## config.mk

```make
export PLATFORM = sky130hd
export DESIGN_NAME = multirate_device_poll_scheduler_core_flat
export DESIGN_NICKNAME = d
export VERILOG_FILES = /design/src/hw/rtl/mdps_pkg.sv /design/src/hw/rtl/mdps_in_if.sv /design/src/hw/rtl/mdps_out_if.sv /design/src/hw/rtl/mdps_ram.sv /design/src/hw/rtl/mdps_ctrl.sv /design/src/hw/rtl/mdps_datapath.sv /design/src/hw/rtl/multirate_device_poll_scheduler_core.sv /design/src/flat_wrapper.sv
export SDC_FILE = /design/constraint.sdc
export NUM_CORES = 1
export LEC_CHECK = 0
export ABC_AREA = 1
export BUFFER_PORTS_ARGS = -buffer_cell sky130_fd_sc_hd__buf_4
export CAP_MARGIN = 20
export CORE_ASPECT_RATIO = 1.25
export CORE_UTILIZATION = 45
export CTS_BUF_LIST = sky130_fd_sc_hd__clkbuf_4 sky130_fd_sc_hd__clkbuf_8
export CTS_CLUSTER_DIAMETER = 120
export DETAILED_ROUTE_END_ITERATION = 8
export GPL_ROUTABILITY_DRIVEN = 0
export SLEW_MARGIN = 20
export SYNTH_ARGS = -nofsm -noshare
export SYNTH_HDL_FRONTEND = slang
export SYNTH_SLANG_ARGS = --single-unit
```

## constraint.sdc

```tcl
create_clock -name clk -period 4.6 [get_ports clk]
set_input_delay 0.69 -clock clk [delete_from_list [all_inputs] [get_ports clk]]
set_output_delay 0.69 -clock clk [all_outputs]
set_load 0.05 [all_outputs]
```

## src/hw/rtl/mdps_pkg.sv

```systemverilog
package mdps_pkg;

    localparam int MAX_ADDR_DEF      = 32;
    localparam int SLOTS_PER_ROW_DEF = 4;
    localparam int ROW_COUNT         = 7;

    localparam int MODE_W  = 3;
    localparam int ADDR_W  = 8;
    localparam int INDEX_W = 5;
    localparam int POLL_W  = 6;
    localparam int COUNT_W = 6;
    localparam int RES_W   = 10;

    localparam logic [MODE_W-1:0] MODE_TICK    = 3'd0;
    localparam logic [MODE_W-1:0] MODE_PRESENT = 3'd1;
    localparam logic [MODE_W-1:0] MODE_ABSENT  = 3'd2;
    localparam logic [MODE_W-1:0] MODE_WRITE   = 3'd3;
    localparam logic [MODE_W-1:0] MODE_CLEAR   = 3'd4;
    localparam logic [MODE_W-1:0] MODE_NEXT    = 3'd5;

    // Tick period of each schedule row
    function automatic int row_period(input int row);
        int p;
        p = 1;
        case (row)
            0: p = 1;
            1: p = 2;
            2: p = 6;
            3: p = 12;
            4: p = 60;
            5: p = 120;
            6: p = 600;
            default: p = 1;
        endcase
        return p;
    endfunction

    typedef struct packed {
        logic update;
        logic tick_start;
        logic row_next;
        logic walk_adv;
        logic emit;
        logic tick_done;
        logic search_start;
        logic search_step;
        logic flush;
    } mdps_cmd_t;

    typedef struct packed {
        logic row_due;
        logic row_end;
        logic entry_ok;
        logic entry_present;
        logic col_last;
        logic out_free;
        logic pend_valid;
        logic count_zero;
        logic pos_present;
    } mdps_stat_t;

endpackage

```

## src/hw/rtl/mdps_in_if.sv

```systemverilog
interface mdps_in_if import mdps_pkg::*; ();
    logic               valid;
    logic               ready;
    logic [MODE_W-1:0]  mode;
    logic [ADDR_W-1:0]  device_addr;
    logic [INDEX_W-1:0] slot_index;
    logic [ADDR_W-1:0]  slot_value;

    modport source (output valid, output mode, output device_addr, output slot_index,
                    output slot_value, input ready);
    modport sink (input valid, input mode, input device_addr, input slot_index,
                  input slot_value, output ready);
endinterface

```

## src/hw/rtl/mdps_out_if.sv

```systemverilog
interface mdps_out_if import mdps_pkg::*; ();
    logic               valid;
    logic               ready;
    logic [POLL_W-1:0]  poll_addr;
    logic               found;
    logic               last;
    logic [COUNT_W-1:0] device_count;
    logic               error;

    modport source (output valid, output poll_addr, output found, output last,
                    output device_count, output error, input ready);
    modport sink (input valid, input poll_addr, input found, input last,
                  input device_count, input error, output ready);
endinterface

```

## src/hw/rtl/mdps_ram.sv

```systemverilog
module mdps_ram import mdps_pkg::*; #(
    parameter int WIDTH = ADDR_W,
    parameter int DEPTH = ROW_COUNT * SLOTS_PER_ROW_DEF
) (
    input  logic                     clk,
    input  logic                     we,
    input  logic [$clog2(DEPTH)-1:0] waddr,
    input  logic [WIDTH-1:0]         wdata,
    input  logic [$clog2(DEPTH)-1:0] raddr,
    output logic [WIDTH-1:0]         rdata
);

    logic [WIDTH-1:0] mem [DEPTH];
    logic [WIDTH-1:0] rdata_reg;

    always_ff @(posedge clk)
    begin
        if (we)
        begin
            mem[waddr] <= wdata;
        end
        rdata_reg <= mem[raddr];
    end

    assign rdata = rdata_reg;

endmodule

```

## src/hw/rtl/mdps_ctrl.sv

```systemverilog
module mdps_ctrl import mdps_pkg::*; (
    input  logic              clk,
    input  logic              rst_n,
    input  logic              in_valid,
    input  logic [MODE_W-1:0] mode,
    output logic              in_ready,
    input  mdps_stat_t        stat,
    output mdps_cmd_t         cmd
);

    localparam logic [2:0] S_IDLE   = 3'd0;
    localparam logic [2:0] S_ROW    = 3'd1;
    localparam logic [2:0] S_WALK   = 3'd2;
    localparam logic [2:0] S_SEARCH = 3'd3;
    localparam logic [2:0] S_FLUSH  = 3'd4;

    logic [2:0] state_reg;
    logic [2:0] state_next;

    always_comb
    begin
        state_next = state_reg;
        cmd        = '0;
        in_ready   = (state_reg == S_IDLE);
        case (state_reg)
            S_IDLE:
            begin
                if (in_valid)
                begin
                    case (mode)
                        MODE_TICK:
                        begin
                            cmd.tick_start = 1'b1;
                            state_next     = S_ROW;
                        end
                        MODE_PRESENT, MODE_ABSENT, MODE_WRITE, MODE_CLEAR:
                        begin
                            cmd.update = 1'b1;
                            state_next = S_FLUSH;
                        end
                        MODE_NEXT:
                        begin
                            cmd.search_start = 1'b1;
                            state_next       = stat.count_zero ? S_FLUSH : S_SEARCH;
                        end
                        default:
                        begin
                            state_next = S_IDLE;
                        end
                    endcase
                end
            end
            S_ROW:
            begin
                if (stat.row_end)
                begin
                    cmd.tick_done = 1'b1;
                    state_next    = S_FLUSH;
                end
                else if (stat.row_due)
                begin
                    state_next = S_WALK;
                end
                else
                begin
                    cmd.row_next = 1'b1;
                end
            end
            S_WALK:
            begin
                if (!stat.entry_ok)
                begin
                    cmd.row_next = 1'b1;
                    state_next   = S_ROW;
                end
                else if (!(stat.entry_present && stat.pend_valid && !stat.out_free))
                begin
                    cmd.emit = stat.entry_present;
                    if (stat.col_last)
                    begin
                        cmd.row_next = 1'b1;
                        state_next   = S_ROW;
                    end
                    else
                    begin
                        cmd.walk_adv = 1'b1;
                    end
                end
            end
            S_SEARCH:
            begin
                cmd.search_step = 1'b1;
                if (stat.pos_present)
                begin
                    state_next = S_FLUSH;
                end
            end
            S_FLUSH:
            begin
                if (!stat.pend_valid)
                begin
                    state_next = S_IDLE;
                end
                else if (stat.out_free)
                begin
                    cmd.flush  = 1'b1;
                    state_next = S_IDLE;
                end
            end
            default:
            begin
                state_next = S_IDLE;
            end
        endcase
    end

    always_ff @(posedge clk or negedge rst_n)
    begin
        if (!rst_n)
        begin
            state_reg <= S_IDLE;
        end
        else
        begin
            state_reg <= state_next;
        end
    end

endmodule

```

## src/hw/rtl/mdps_datapath.sv

```systemverilog
module mdps_datapath import mdps_pkg::*; #(
    parameter int MAX_ADDR      = MAX_ADDR_DEF,
    parameter int SLOTS_PER_ROW = SLOTS_PER_ROW_DEF
) (
    input  logic               clk,
    input  logic               rst_n,
    input  mdps_cmd_t          cmd,
    output mdps_stat_t         stat,
    input  logic [MODE_W-1:0]  mode,
    input  logic [ADDR_W-1:0]  device_addr,
    input  logic [INDEX_W-1:0] slot_index,
    input  logic [ADDR_W-1:0]  slot_value,
    mdps_out_if.source         response
);

    localparam int TABLE_SIZE = ROW_COUNT * SLOTS_PER_ROW;
    localparam int AW         = $clog2(TABLE_SIZE);
    localparam int SW         = AW + 1;
    localparam int CW         = $clog2(SLOTS_PER_ROW + 1);
    localparam int AB         = $clog2(MAX_ADDR + 1);
    localparam int IXW        = AW + INDEX_W;

    logic [MAX_ADDR:0]    map_reg, map_next;
    logic [COUNT_W-1:0]   count_reg, count_next;
    logic [AB-1:0]        cursor_reg, cursor_next;
    logic [AB-1:0]        pos_reg, pos_next;
    logic [TABLE_SIZE-1:0] tv_reg, tv_next;
    logic                 vq_reg;
    logic [2:0]           row_reg, row_next;
    logic [CW-1:0]        col_reg, col_next;

    logic                 pend_valid_reg, pend_valid_next;
    logic [POLL_W-1:0]    pend_addr_reg, pend_addr_next;
    logic                 pend_found_reg, pend_found_next;
    logic                 pend_err_reg, pend_err_next;

    logic                 out_valid_reg, out_valid_next;
    logic [POLL_W-1:0]    out_addr_reg, out_addr_next;
    logic                 out_found_reg, out_found_next;
    logic                 out_last_reg, out_last_next;
    logic [COUNT_W-1:0]   out_count_reg, out_count_next;
    logic                 out_err_reg, out_err_next;

    logic [RES_W-1:0]     res_reg [ROW_COUNT];
    logic [7:0]           due_vec;

    logic                 ram_we;
    logic [AW-1:0]        ram_waddr;
    logic [AW-1:0]        ram_raddr;
    logic [ADDR_W-1:0]    ram_rdata;
    logic [SW-1:0]        slot_sum;
    logic [IXW-1:0]       idx_ext;
    logic                 idx_ok;
    logic                 dev_ok;
    logic [AB-1:0]        dev_idx;
    logic [ADDR_W-1:0]    entry;
    logic                 entry_ok;
    logic                 entry_present;
    logic [AB-1:0]        pos_inc;
    logic                 out_free;

    // Per-row tick residues stand in for the divisibility checks
    generate
        for (genvar r = 0; r < ROW_COUNT; r++)
        begin : g_res
            localparam int PERIOD = row_period(r);
            localparam logic [RES_W-1:0] RELOAD = RES_W'(2 % PERIOD);
            localparam logic [RES_W-1:0] TOP    = RES_W'(PERIOD - 1);
            logic [RES_W-1:0] res_next;

            always_comb
            begin
                res_next = res_reg[r];
                if (cmd.tick_done)
                begin
                    if (res_reg[ROW_COUNT-1] == '0)
                    begin
                        res_next = RELOAD;
                    end
                    else if (res_reg[r] == TOP)
                    begin
                        res_next = '0;
                    end
                    else
                    begin
                        res_next = res_reg[r] + 1'b1;
                    end
                end
            end

            always_ff @(posedge clk or negedge rst_n)
            begin
                if (!rst_n)
                begin
                    res_reg[r] <= '0;
                end
                else
                begin
                    res_reg[r] <= res_next;
                end
            end

            assign due_vec[r] = (res_reg[r] == '0);
        end
        for (genvar r = ROW_COUNT; r < 8; r++)
        begin : g_nodue
            assign due_vec[r] = 1'b0;
        end
    endgenerate

    assign idx_ext   = IXW'(slot_index);
    assign idx_ok    = (idx_ext < IXW'(TABLE_SIZE));
    assign ram_waddr = idx_ext[AW-1:0];
    assign ram_we    = cmd.update && (mode == MODE_WRITE) && idx_ok;

    assign dev_ok  = (device_addr != '0) && (device_addr <= ADDR_W'(MAX_ADDR));
    assign dev_idx = device_addr[AB-1:0];

    // Read address: current slot, or the next one when the walk advances
    assign slot_sum  = SW'(row_reg) * SW'(SLOTS_PER_ROW) + SW'(col_reg) + SW'(cmd.walk_adv);
    assign ram_raddr = (slot_sum < SW'(TABLE_SIZE)) ? slot_sum[AW-1:0] : '0;

    mdps_ram #(
        .WIDTH(ADDR_W),
        .DEPTH(TABLE_SIZE)
    ) u_table (
        .clk  (clk),
        .we   (ram_we),
        .waddr(ram_waddr),
        .wdata(slot_value),
        .raddr(ram_raddr),
        .rdata(ram_rdata)
    );

    assign entry         = vq_reg ? ram_rdata : '0;
    assign entry_ok      = (entry != '0) && (entry <= ADDR_W'(MAX_ADDR));
    assign entry_present = entry_ok && map_reg[entry[AB-1:0]];
    assign pos_inc       = (pos_reg == AB'(MAX_ADDR)) ? '0 : pos_reg + 1'b1;
    assign out_free      = !out_valid_reg || response.ready;

    always_comb
    begin
        stat               = '0;
        stat.row_due       = due_vec[row_reg];
        stat.row_end       = (row_reg == 3'(ROW_COUNT));
        stat.entry_ok      = entry_ok;
        stat.entry_present = entry_present;
        stat.col_last      = (col_reg == CW'(SLOTS_PER_ROW - 1));
        stat.out_free      = out_free;
        stat.pend_valid    = pend_valid_reg;
        stat.count_zero    = (count_reg == '0);
        stat.pos_present   = map_reg[pos_reg];
    end

    always_comb
    begin
        map_next        = map_reg;
        count_next      = count_reg;
        cursor_next     = cursor_reg;
        pos_next        = pos_reg;
        tv_next         = tv_reg;
        row_next        = row_reg;
        col_next        = col_reg;
        pend_valid_next = pend_valid_reg;
        pend_addr_next  = pend_addr_reg;
        pend_found_next = pend_found_reg;
        pend_err_next   = pend_err_reg;
        out_valid_next  = out_valid_reg && !response.ready;
        out_addr_next   = out_addr_reg;
        out_found_next  = out_found_reg;
        out_last_next   = out_last_reg;
        out_count_next  = out_count_reg;
        out_err_next    = out_err_reg;

        if (cmd.update)
        begin
            pend_valid_next = 1'b1;
            pend_addr_next  = '0;
            pend_found_next = 1'b0;
            pend_err_next   = 1'b0;
            case (mode)
                MODE_PRESENT:
                begin
                    pend_err_next = !dev_ok;
                    if (dev_ok && !map_reg[dev_idx])
                    begin
                        map_next[dev_idx] = 1'b1;
                        count_next        = count_reg + 1'b1;
                    end
                end
                MODE_ABSENT:
                begin
                    pend_err_next = !dev_ok;
                    if (dev_ok && map_reg[dev_idx])
                    begin
                        map_next[dev_idx] = 1'b0;
                        count_next        = count_reg - 1'b1;
                    end
                end
                MODE_WRITE:
                begin
                    pend_err_next = !idx_ok;
                    if (idx_ok)
                    begin
                        tv_next[ram_waddr] = 1'b1;
                    end
                end
                MODE_CLEAR:
                begin
                    tv_next = '0;
                end
                default:
                begin
                    pend_err_next = 1'b0;
                end
            endcase
        end

        if (cmd.tick_start)
        begin
            row_next = '0;
            col_next = '0;
        end
        if (cmd.row_next)
        begin
            row_next = row_reg + 1'b1;
            col_next = '0;
        end
        if (cmd.walk_adv)
        begin
            col_next = col_reg + 1'b1;
        end

        // Hold one result back so the final one can carry last
        if (cmd.emit)
        begin
            if (pend_valid_reg)
            begin
                out_valid_next = 1'b1;
                out_addr_next  = pend_addr_reg;
                out_found_next = pend_found_reg;
                out_last_next  = 1'b0;
                out_count_next = count_reg;
                out_err_next   = pend_err_reg;
            end
            pend_valid_next = 1'b1;
            pend_addr_next  = entry[POLL_W-1:0];
            pend_found_next = 1'b1;
            pend_err_next   = 1'b0;
        end

        if (cmd.search_start)
        begin
            pos_next = (cursor_reg > AB'(MAX_ADDR)) ? '0 : cursor_reg;
            if (count_reg == '0)
            begin
                pend_valid_next = 1'b1;
                pend_addr_next  = '0;
                pend_found_next = 1'b0;
                pend_err_next   = 1'b0;
            end
        end
        if (cmd.search_step)
        begin
            if (map_reg[pos_reg])
            begin
                pend_valid_next = 1'b1;
                pend_addr_next  = POLL_W'(pos_reg);
                pend_found_next = 1'b1;
                pend_err_next   = 1'b0;
                cursor_next     = pos_inc;
            end
            else
            begin
                pos_next = pos_inc;
            end
        end

        if (cmd.flush)
        begin
            out_valid_next  = 1'b1;
            out_addr_next   = pend_addr_reg;
            out_found_next  = pend_found_reg;
            out_last_next   = 1'b1;
            out_count_next  = count_reg;
            out_err_next    = pend_err_reg;
            pend_valid_next = 1'b0;
        end
    end

    always_ff @(posedge clk or negedge rst_n)
    begin
        if (!rst_n)
        begin
            map_reg        <= '0;
            count_reg      <= '0;
            cursor_reg     <= '0;
            tv_reg         <= '0;
            row_reg        <= '0;
            col_reg        <= '0;
            pend_valid_reg <= 1'b0;
            out_valid_reg  <= 1'b0;
        end
        else
        begin
            map_reg        <= map_next;
            count_reg      <= count_next;
            cursor_reg     <= cursor_next;
            tv_reg         <= tv_next;
            row_reg        <= row_next;
            col_reg        <= col_next;
            pend_valid_reg <= pend_valid_next;
            out_valid_reg  <= out_valid_next;
        end
    end

    always_ff @(posedge clk)
    begin
        vq_reg         <= tv_reg[ram_raddr];
        pos_reg        <= pos_next;
        pend_addr_reg  <= pend_addr_next;
        pend_found_reg <= pend_found_next;
        pend_err_reg   <= pend_err_next;
        out_addr_reg   <= out_addr_next;
        out_found_reg  <= out_found_next;
        out_last_reg   <= out_last_next;
        out_count_reg  <= out_count_next;
        out_err_reg    <= out_err_next;
    end

    assign response.valid        = out_valid_reg;
    assign response.poll_addr    = out_addr_reg;
    assign response.found        = out_found_reg;
    assign response.last         = out_last_reg;
    assign response.device_count = out_count_reg;
    assign response.error        = out_err_reg;

endmodule

```

## src/hw/rtl/multirate_device_poll_scheduler_core.sv

```systemverilog
// Channel    Direction  Payload                                          Transfer
// request    in         mode, device_addr, slot_index, slot_value        valid & ready
// response   out        poll_addr, found, last, device_count, error      valid & ready
//
// Flow: one item at a time. A tick walks the due rows through the single read
// port of the schedule RAM, one slot per cycle unless a full response register
// stalls the walk. A next-present query tests at most MAX_ADDR + 1 presence bits,
// one per cycle.
// Reset: rst_n clears the presence map, count, cursor, tick residues and the
// per-slot valid bits, so the schedule reads as empty at once; no clearing pass.
// Stalls: a full response register stalls the slot walk; the request side is ready
// only while no item is in progress.
module multirate_device_poll_scheduler_core import mdps_pkg::*; #(
    parameter int MAX_ADDR      = MAX_ADDR_DEF,
    parameter int SLOTS_PER_ROW = SLOTS_PER_ROW_DEF
) (
    input  logic       clk,
    input  logic       rst_n,
    mdps_in_if.sink    request,
    mdps_out_if.source response
);

    mdps_cmd_t  cmd;
    mdps_stat_t stat;
    logic       in_ready;

    // Sequencer: decode the transfer mode and step the walk or the search
    mdps_ctrl u_ctrl (
        .clk     (clk),
        .rst_n   (rst_n),
        .in_valid(request.valid),
        .mode    (request.mode),
        .in_ready(in_ready),
        .stat    (stat),
        .cmd     (cmd)
    );

    assign request.ready = in_ready;

    // State, schedule RAM, held result and response register
    mdps_datapath #(
        .MAX_ADDR     (MAX_ADDR),
        .SLOTS_PER_ROW(SLOTS_PER_ROW)
    ) u_datapath (
        .clk        (clk),
        .rst_n      (rst_n),
        .cmd        (cmd),
        .stat       (stat),
        .mode       (request.mode),
        .device_addr(request.device_addr),
        .slot_index (request.slot_index),
        .slot_value (request.slot_value),
        .response   (response)
    );

endmodule

```

## src/flat_wrapper.sv

```systemverilog
// flat-port wrapper written by rule: the top's interface ports become plain ports
module multirate_device_poll_scheduler_core_flat import mdps_pkg::*;
#(
    parameter int MAX_ADDR      = MAX_ADDR_DEF,
    parameter int SLOTS_PER_ROW = SLOTS_PER_ROW_DEF
)
  (clk, rst_n, request_valid, request_mode, request_device_addr, request_slot_index, request_slot_value, request_ready, response_valid, response_poll_addr, response_found, response_last, response_device_count, response_error, response_ready);
  mdps_in_if request_i ();
  mdps_out_if response_i ();
  input  logic clk;
  input  logic rst_n;
  input wire logic [$bits(request_i.valid)-1:0] request_valid;
  input wire logic [$bits(request_i.mode)-1:0] request_mode;
  input wire logic [$bits(request_i.device_addr)-1:0] request_device_addr;
  input wire logic [$bits(request_i.slot_index)-1:0] request_slot_index;
  input wire logic [$bits(request_i.slot_value)-1:0] request_slot_value;
  output wire logic [$bits(request_i.ready)-1:0] request_ready;
  output wire logic [$bits(response_i.valid)-1:0] response_valid;
  output wire logic [$bits(response_i.poll_addr)-1:0] response_poll_addr;
  output wire logic [$bits(response_i.found)-1:0] response_found;
  output wire logic [$bits(response_i.last)-1:0] response_last;
  output wire logic [$bits(response_i.device_count)-1:0] response_device_count;
  output wire logic [$bits(response_i.error)-1:0] response_error;
  input wire logic [$bits(response_i.ready)-1:0] response_ready;
  assign request_i.valid = request_valid;
  assign request_i.mode = request_mode;
  assign request_i.device_addr = request_device_addr;
  assign request_i.slot_index = request_slot_index;
  assign request_i.slot_value = request_slot_value;
  assign request_ready = request_i.ready;
  assign response_valid = response_i.valid;
  assign response_poll_addr = response_i.poll_addr;
  assign response_found = response_i.found;
  assign response_last = response_i.last;
  assign response_device_count = response_i.device_count;
  assign response_error = response_i.error;
  assign response_i.ready = response_ready;
  multirate_device_poll_scheduler_core #(.MAX_ADDR(MAX_ADDR), .SLOTS_PER_ROW(SLOTS_PER_ROW)) u_core (.clk(clk), .rst_n(rst_n), .request(request_i), .response(response_i));
endmodule
```

After elaboration in Yosys (flattened, before gate mapping)
Memories as Yosys holds them, arrays and structs flattened. A register that Yosys moved wholly into a read port is not among the register bits. Index checks and enable logic that the tools add are counted. W data, S select, Z words.

Output and inout port bits: 17. Logic and storage cells: 254. Memories: 1. Memory bits (writable): 224. Flip-flop bits (word level): 184.

Memories: u_core.u_datapath.u_table.mem (words 28, bits a word 8, rd ports 1, clocked after Yosys merged registers in 1, wr ports 1, RTL line mdps_ram.sv:13) `logic [WIDTH-1:0] mem [DEPTH];`.

Bitwise operators: 4. Muxes and demuxes: 124. Reductions and logical operators: 45. Add/subtract/negate cells: 14. Equal/unequal tests: 27. $lt $le $gt $ge: 13.

Operators with widths (count): $mux W10 (14); $mux W6 (19); $add A10 B1 Y10 const B (7); $logic_not A10 Y1 (7); $mux W33 (2); $pmux W33 S2 (1); $pmux W28 S2 (1); $mux W1 (53); $mux W3 (15); $and A33 B33 Y33 (1); $not A33 Y33 (1); $or A33 B33 Y33 (1); $mux W28 (1); $or A28 B28 Y28 (1); $lt A6 B7 Y1 const B (3); $bmux W1 S6 (3); $le A8 B6 Y1 const B (2); $reduce_bool A8 Y1 (2); $eq A3 B2 Y1 const B (5); $pmux W3 S5 (1); $add A6 B1 Y6 const B (2); $eq A3 B3 Y1 const B (4); $logic_and A1 B1 Y1 (12); $lt A5 B6 Y1 const B (2); 45 further kinds (67).

Depth between registers and ports, before layout
Depth after elaboration: 15. Gate-level depth with buffers: 34. Gate-level depth less buffers: 32.

Modules after synthesis
From an unflattened synthesis, not the netlist that was laid out.

Cells, all modules: 2419. Area, all modules: 20764.9 um^2.

By module, submodules not included: mdps_datapath (instances 1, area each 10766.6 um^2, cells an instance 1464, sequential area each 4519.3 um^2); mdps_ram (instances 1, area each 9620.5 um^2, cells an instance 881, sequential area each 6886.6 um^2); mdps_ctrl (instances 1, area each 377.9 um^2, cells an instance 74, sequential area each 75.1 um^2).

Worst setup path before layout
No wires, ideal clock.

Kind: flip-flop to flip-flop. From: register u_core.u_datapath.vq_reg. To: register u_core.u_datapath.u_table.rdata_reg[0], in the netlist u_core.u_datapath.u_table.rdata[0], read port of u_core.u_datapath.u_table.mem. Clock period less this slack: 3.439 ns. Arrival time: 3.327 ns. Path slack: 1.161 ns. Setup time: 0.113 ns. Stages on the path, launching flop included: 27. Required time: 4.487 ns. Buffers on the path: 3. Cell sequence: dfxtp_1 buf_2 nand2_1 inv_2 nor2_1 nand4_1 xor2_1 nor2_1 nand3_1 nand2_1 inv_1 ha_1 ha_1 xor2_1 inv_1 nor2_2 nand3_2 nand3_1 buf_4 buf_2 nor2_1 o21ai_0 o21ai_0 nand2_1 nand3_1 nor2_1 nor2_1.

Longest elaborated chain between the ends: 12.

RTL lines: start: declaration (RTL line mdps_datapath.sv:28) `logic vq_reg;`; start signal: assignment (RTL line mdps_datapath.sv:319) `vq_reg <= tv_reg[ram_raddr];`; $mux W8 (*) (RTL line mdps_datapath.sv:135) `assign entry = vq_reg ? ram_rdata : '0;`; $bmux W1 S6, or another cell as far along (RTL line mdps_datapath.sv:137) `assign entry_present = entry_ok && map_reg[entry[AB-1:0]];`; $mux W1 (implied by the code) / $logic_and A1 B1 Y1 (equally long branches) (RTL line mdps_datapath.sv:137, mdps_datapath.sv:136); $logic_and A1 B1 Y1 (RTL line mdps_datapath.sv:137); $logic_and A1 B1 Y1 (2 in a row) (RTL line mdps_ctrl.sv:76) `else if (!(stat.entry_present && stat.pend_valid && !stat.out_free))`; $mux W3 (RTL line mdps_ctrl.sv:76); $mux W2 (*) (RTL line mdps_ctrl.sv:71) `if (!stat.entry_ok)`; $mux W2 (*) (RTL line mdps_ctrl.sv:25) `case (state_reg)`; $add A6 B1 Y6 (*) (RTL line mdps_datapath.sv:120) `assign slot_sum = SW'(row_reg) * SW'(SLOTS_PER_ROW) + SW'(col_reg) + SW'(cmd.walk_adv);`; $lt A6 B5 Y1 (RTL line mdps_datapath.sv:121) `assign ram_raddr = (slot_sum < SW'(TABLE_SIZE)) ? slot_sum[AW-1:0] : '0;`; $mux W5 (*) (RTL line mdps_datapath.sv:121); end: declaration (RTL line mdps_ram.sv:14) `logic [WIDTH-1:0] rdata_reg;`.

Mark *: on every way between the ends. The rest lies on a longest branch, timed or not. The select of a mux whose other input is x is not followed. A chain may end at the register's enable or synchronous reset.

Worst setup path after layout
Same ends and word-level chain as after synthesis.

==> flow_summary.toml <==
[sta]
hold_viol_final = 0
finalSetupViolations = 0
whs_ns = 0.116
finalClockSkew_ns = 0.0301
worst_pin_slew_ns = 1.10
period_share = 0.904
rsz0062_at_grt = "false"
max_freq_mhz = 240
setup_ws_ns = 0.442
drv_slew = 0
post-route-min-period_ns = 4.16
slew_headroom = 0.260
setup-tns-final_ns = 0

[logic_synthesis]
async_flop_share = 0.370
synthTopCellsByCount = "nand2_1, nor2_1, inv_1"
ys.flop_type = "edfxtp_1"
synthTopCellsByArea = "edfxtp_1, dfrtp_1, nand2_1"
synth_edf_count = 238
synth_top_area_frac = 0.342
avgSynthCellArea_sq_um = 8.60
synth.distinct_cells = 52
syn_inst = 2429
ys_ff_latch = 416
yosysTopAreaCell = "edfxtp_1"
netlist_area_sq_mm = 0.0209
ys_warn_count = 0
yosysMostFrequentCell = "nand2_1"
ys_seq_area_frac = 0.550
syn_nets = 2488

[hold_path]
hold_class = "in -> async"

[placement]
place_ws_ns = 0.426
placedCellCount = 2992
hpwl_mm = 36.7
port_buffers = 44

[grt]
grtUsageTotal = 0.240
grt_max_degree = 94
grt_overflow = 0
grt_pass1_vias = 16500
antenna_found_initial = 1
grt_pass1_wl_mm = 89.7

[detailed_routing]
vias_per_cell = 5.48
drt-total-wl_mm = 56.4
ant_nets = 0
num_vias = 17100
drtIter0Drc = 1298
wire_per_inst_um = 18.1
post-route-drc-count = 0
drt_first_pass_iters = 5

[critical_path]
worstPathMaxFanout = 39
crit_path_start_kind = "flip-flop"
ff2ff_setup_slack_ns = 0.44
reg2reg_depth = 26
cp.arrival_ns = 4.70
worst_setup_path_end_kind = "flip-flop"
worstPathRequired_ns = 5.14
cp_slowest_stage_delay_ns = 0.37
path_class = "reg -> reg"
cpMaxStageDelayCell = "dfxtp_2"
cp_common_cell = "nand2_1"

[run]
max_cap_violations = 0

[cts]
htreeDepth = 3
insertion_delay_ns = 0.67
cts_setup_buffers = 0
cts_tree = "built"
clockRootBuffer = "clkbuf_8"
ctsLongestPathBuffers = 3
cts.sinks = 416
path_clk_slew_ns = 0.06
cts_buffers = 70

[floorplanning]
die-area_sq_mm = 0.0473
initial_core_util = 0.459
die_w_um = 195
core_sq_mm = 0.0455
die_y_um = 243
fp-row-count = 87
ioPinCount = 45

[power]
powerDensity_mw_per_mm2 = 517
p_clk_frac = 0.281
power_frac_comb = 0.337
internal_power_mw = 7.44
vdd_drop_max_mv = 0.506
power.switching_mw = 4.66
power_leakage_nw = 10.0
p_sw_frac = 0.385
pwr-share-seq = 0.382

[outcome]
outcome = "finished clean"

[cells_and_area]
fillCellCount = 4330
synthToLayoutAreaGrowth_pct = 12.0
drive_above_1_share = 0.107
largest_register_ffs = 224
diodes = 0
final_nets = 2549
fin_cells = 3123
-- path summary, 6_finish.rpt --
kind,startpoint,endpoint
worst max-delay path,u_core.u_datapath.vq_reg,u_core.u_datapath.u_table.rdata[0]
worst min-delay path,rst_n,u_core.u_datapath.res_reg[35]
worst max register to register,u_core.u_datapath.vq_reg,u_core.u_datapath.u_table.rdata[0]
worst min register to register,flip-flop,flip-flop
max in group asynchronous,rst_n,u_core.u_datapath.count_reg[0]
min in group clk,response_ready,u_core.u_datapath.response.valid
-- cell families (layout without fill, tap and decap cells) --
logic type	Yosys count	in the layout	share of synthesized area
buffers and inverters	396	512	0.0765
XOR/XNOR	12	12	0.00503
AO/OA/AOI/OAI	283	283	0.0761
adder cells (fa/ha/maj)	31	31	0.0189
AND/OR/NAND/NOR	1291	1291	0.274
flip-flops	416	416	0.550
-- cell usage in the layout (no fill, tap or decap), drive strengths merged, types with 2 or more instances in the layout --
cell type / synthesis / routed
or2: 18 / 18
clkinv: 6 / 22
nand2: 510 / 510
edfxtp: 238 / 238
a31oi: 7 / 7
xor2: 8 / 8
o21a: 14 / 14
ha: 30 / 30
a311oi: 2 / 2
nor4: 13 / 13
clkbuf: 41 / 106
inv: 287 / 289
nor3: 90 / 90
buf: 62 / 88
dfxtp: 24 / 24
nor2: 337 / 337
o211ai: 11 / 11
nand4: 121 / 121
o21ai: 127 / 127
a22oi: 4 / 4
o22ai: 15 / 15
nand3: 185 / 185
dfrtp: 154 / 154
clkinvlp: 0 / 5
o221ai: 2 / 2
and3: 5 / 5
nor3b: 11 / 11
a211oi: 4 / 4
xnor2: 4 / 4
a21oi: 93 / 93
bufinv: 0 / 2
-- repair_timing --
action                                  in CTS  in global routing
endpoints found under the setup margin       0                  9
gates resized for setup                      0                 10
hold buffers                                 0                  0
-- cell type report --
class	count	area, sq um	area share
repair inverters	1	5.00	0.000214
repair buffers	91	812	0.0347
inverters	293	1110	0.0475
multi-input cells	1617	7840	0.335
well taps	578	723	0.0309
clock inverters	24	189	0.00807
flip-flops and latches	416	11500	0.491
clock buffers	103	1240	0.0528
-- power by group through the flow --
stage               sequential (mW)  clock, mW  combinational, mW
detailed placement             4.69          0               3.91
floorplan                      4.66          0               2.75
global placement               4.68          0               3.87
global route                   4.67       3.64               4.57
finish                         4.63       3.39               4.08
CTS                            4.62       3.49               3.93
-- per-layer routing --
| layer | vias to the layer above | routed length, um | GRT usage |
|---|---|---|---|
| li1 | 8277 | - | - |
| met5 | - | 16 | 0 |
| met2 | 540 | 28200 | 0.413 |
| met4 | 2 | 1960 | 0.107 |
| met3 | 129 | 2930 | 0.0370 |
| met1 | 8165 | 23300 | 0.296 |
-- through the flow --
step	cell area, sq um	power [mW]	utilization
2_1_floorplan	20900	7.41	-
5_1_grt	23400	12.9	0.514
4_1_cts	23300	12.0	0.512
6_report	23400	12.1	0.514
3_5_place_dp	21900	8.60	0.480
3_3_place_gp	21900	8.55	0.480
-- critical path, delay by kind of cell (launching register included) --
| kind | cells | cell delay [ns] |
|---|---|---|
| AND/OR/NAND/NOR | 19 | 2.20 |
| buffers and inverters | 3 | 0.49 |
| adder cells (fa/ha/maj) | 2 | 0.42 |
| flip-flops | 1 | 0.37 |
| AO/OA/AOI/OAI | 1 | 0.36 |
| XOR/XNOR | 1 | 0.17 |
(Power assumes the default switching activity.)
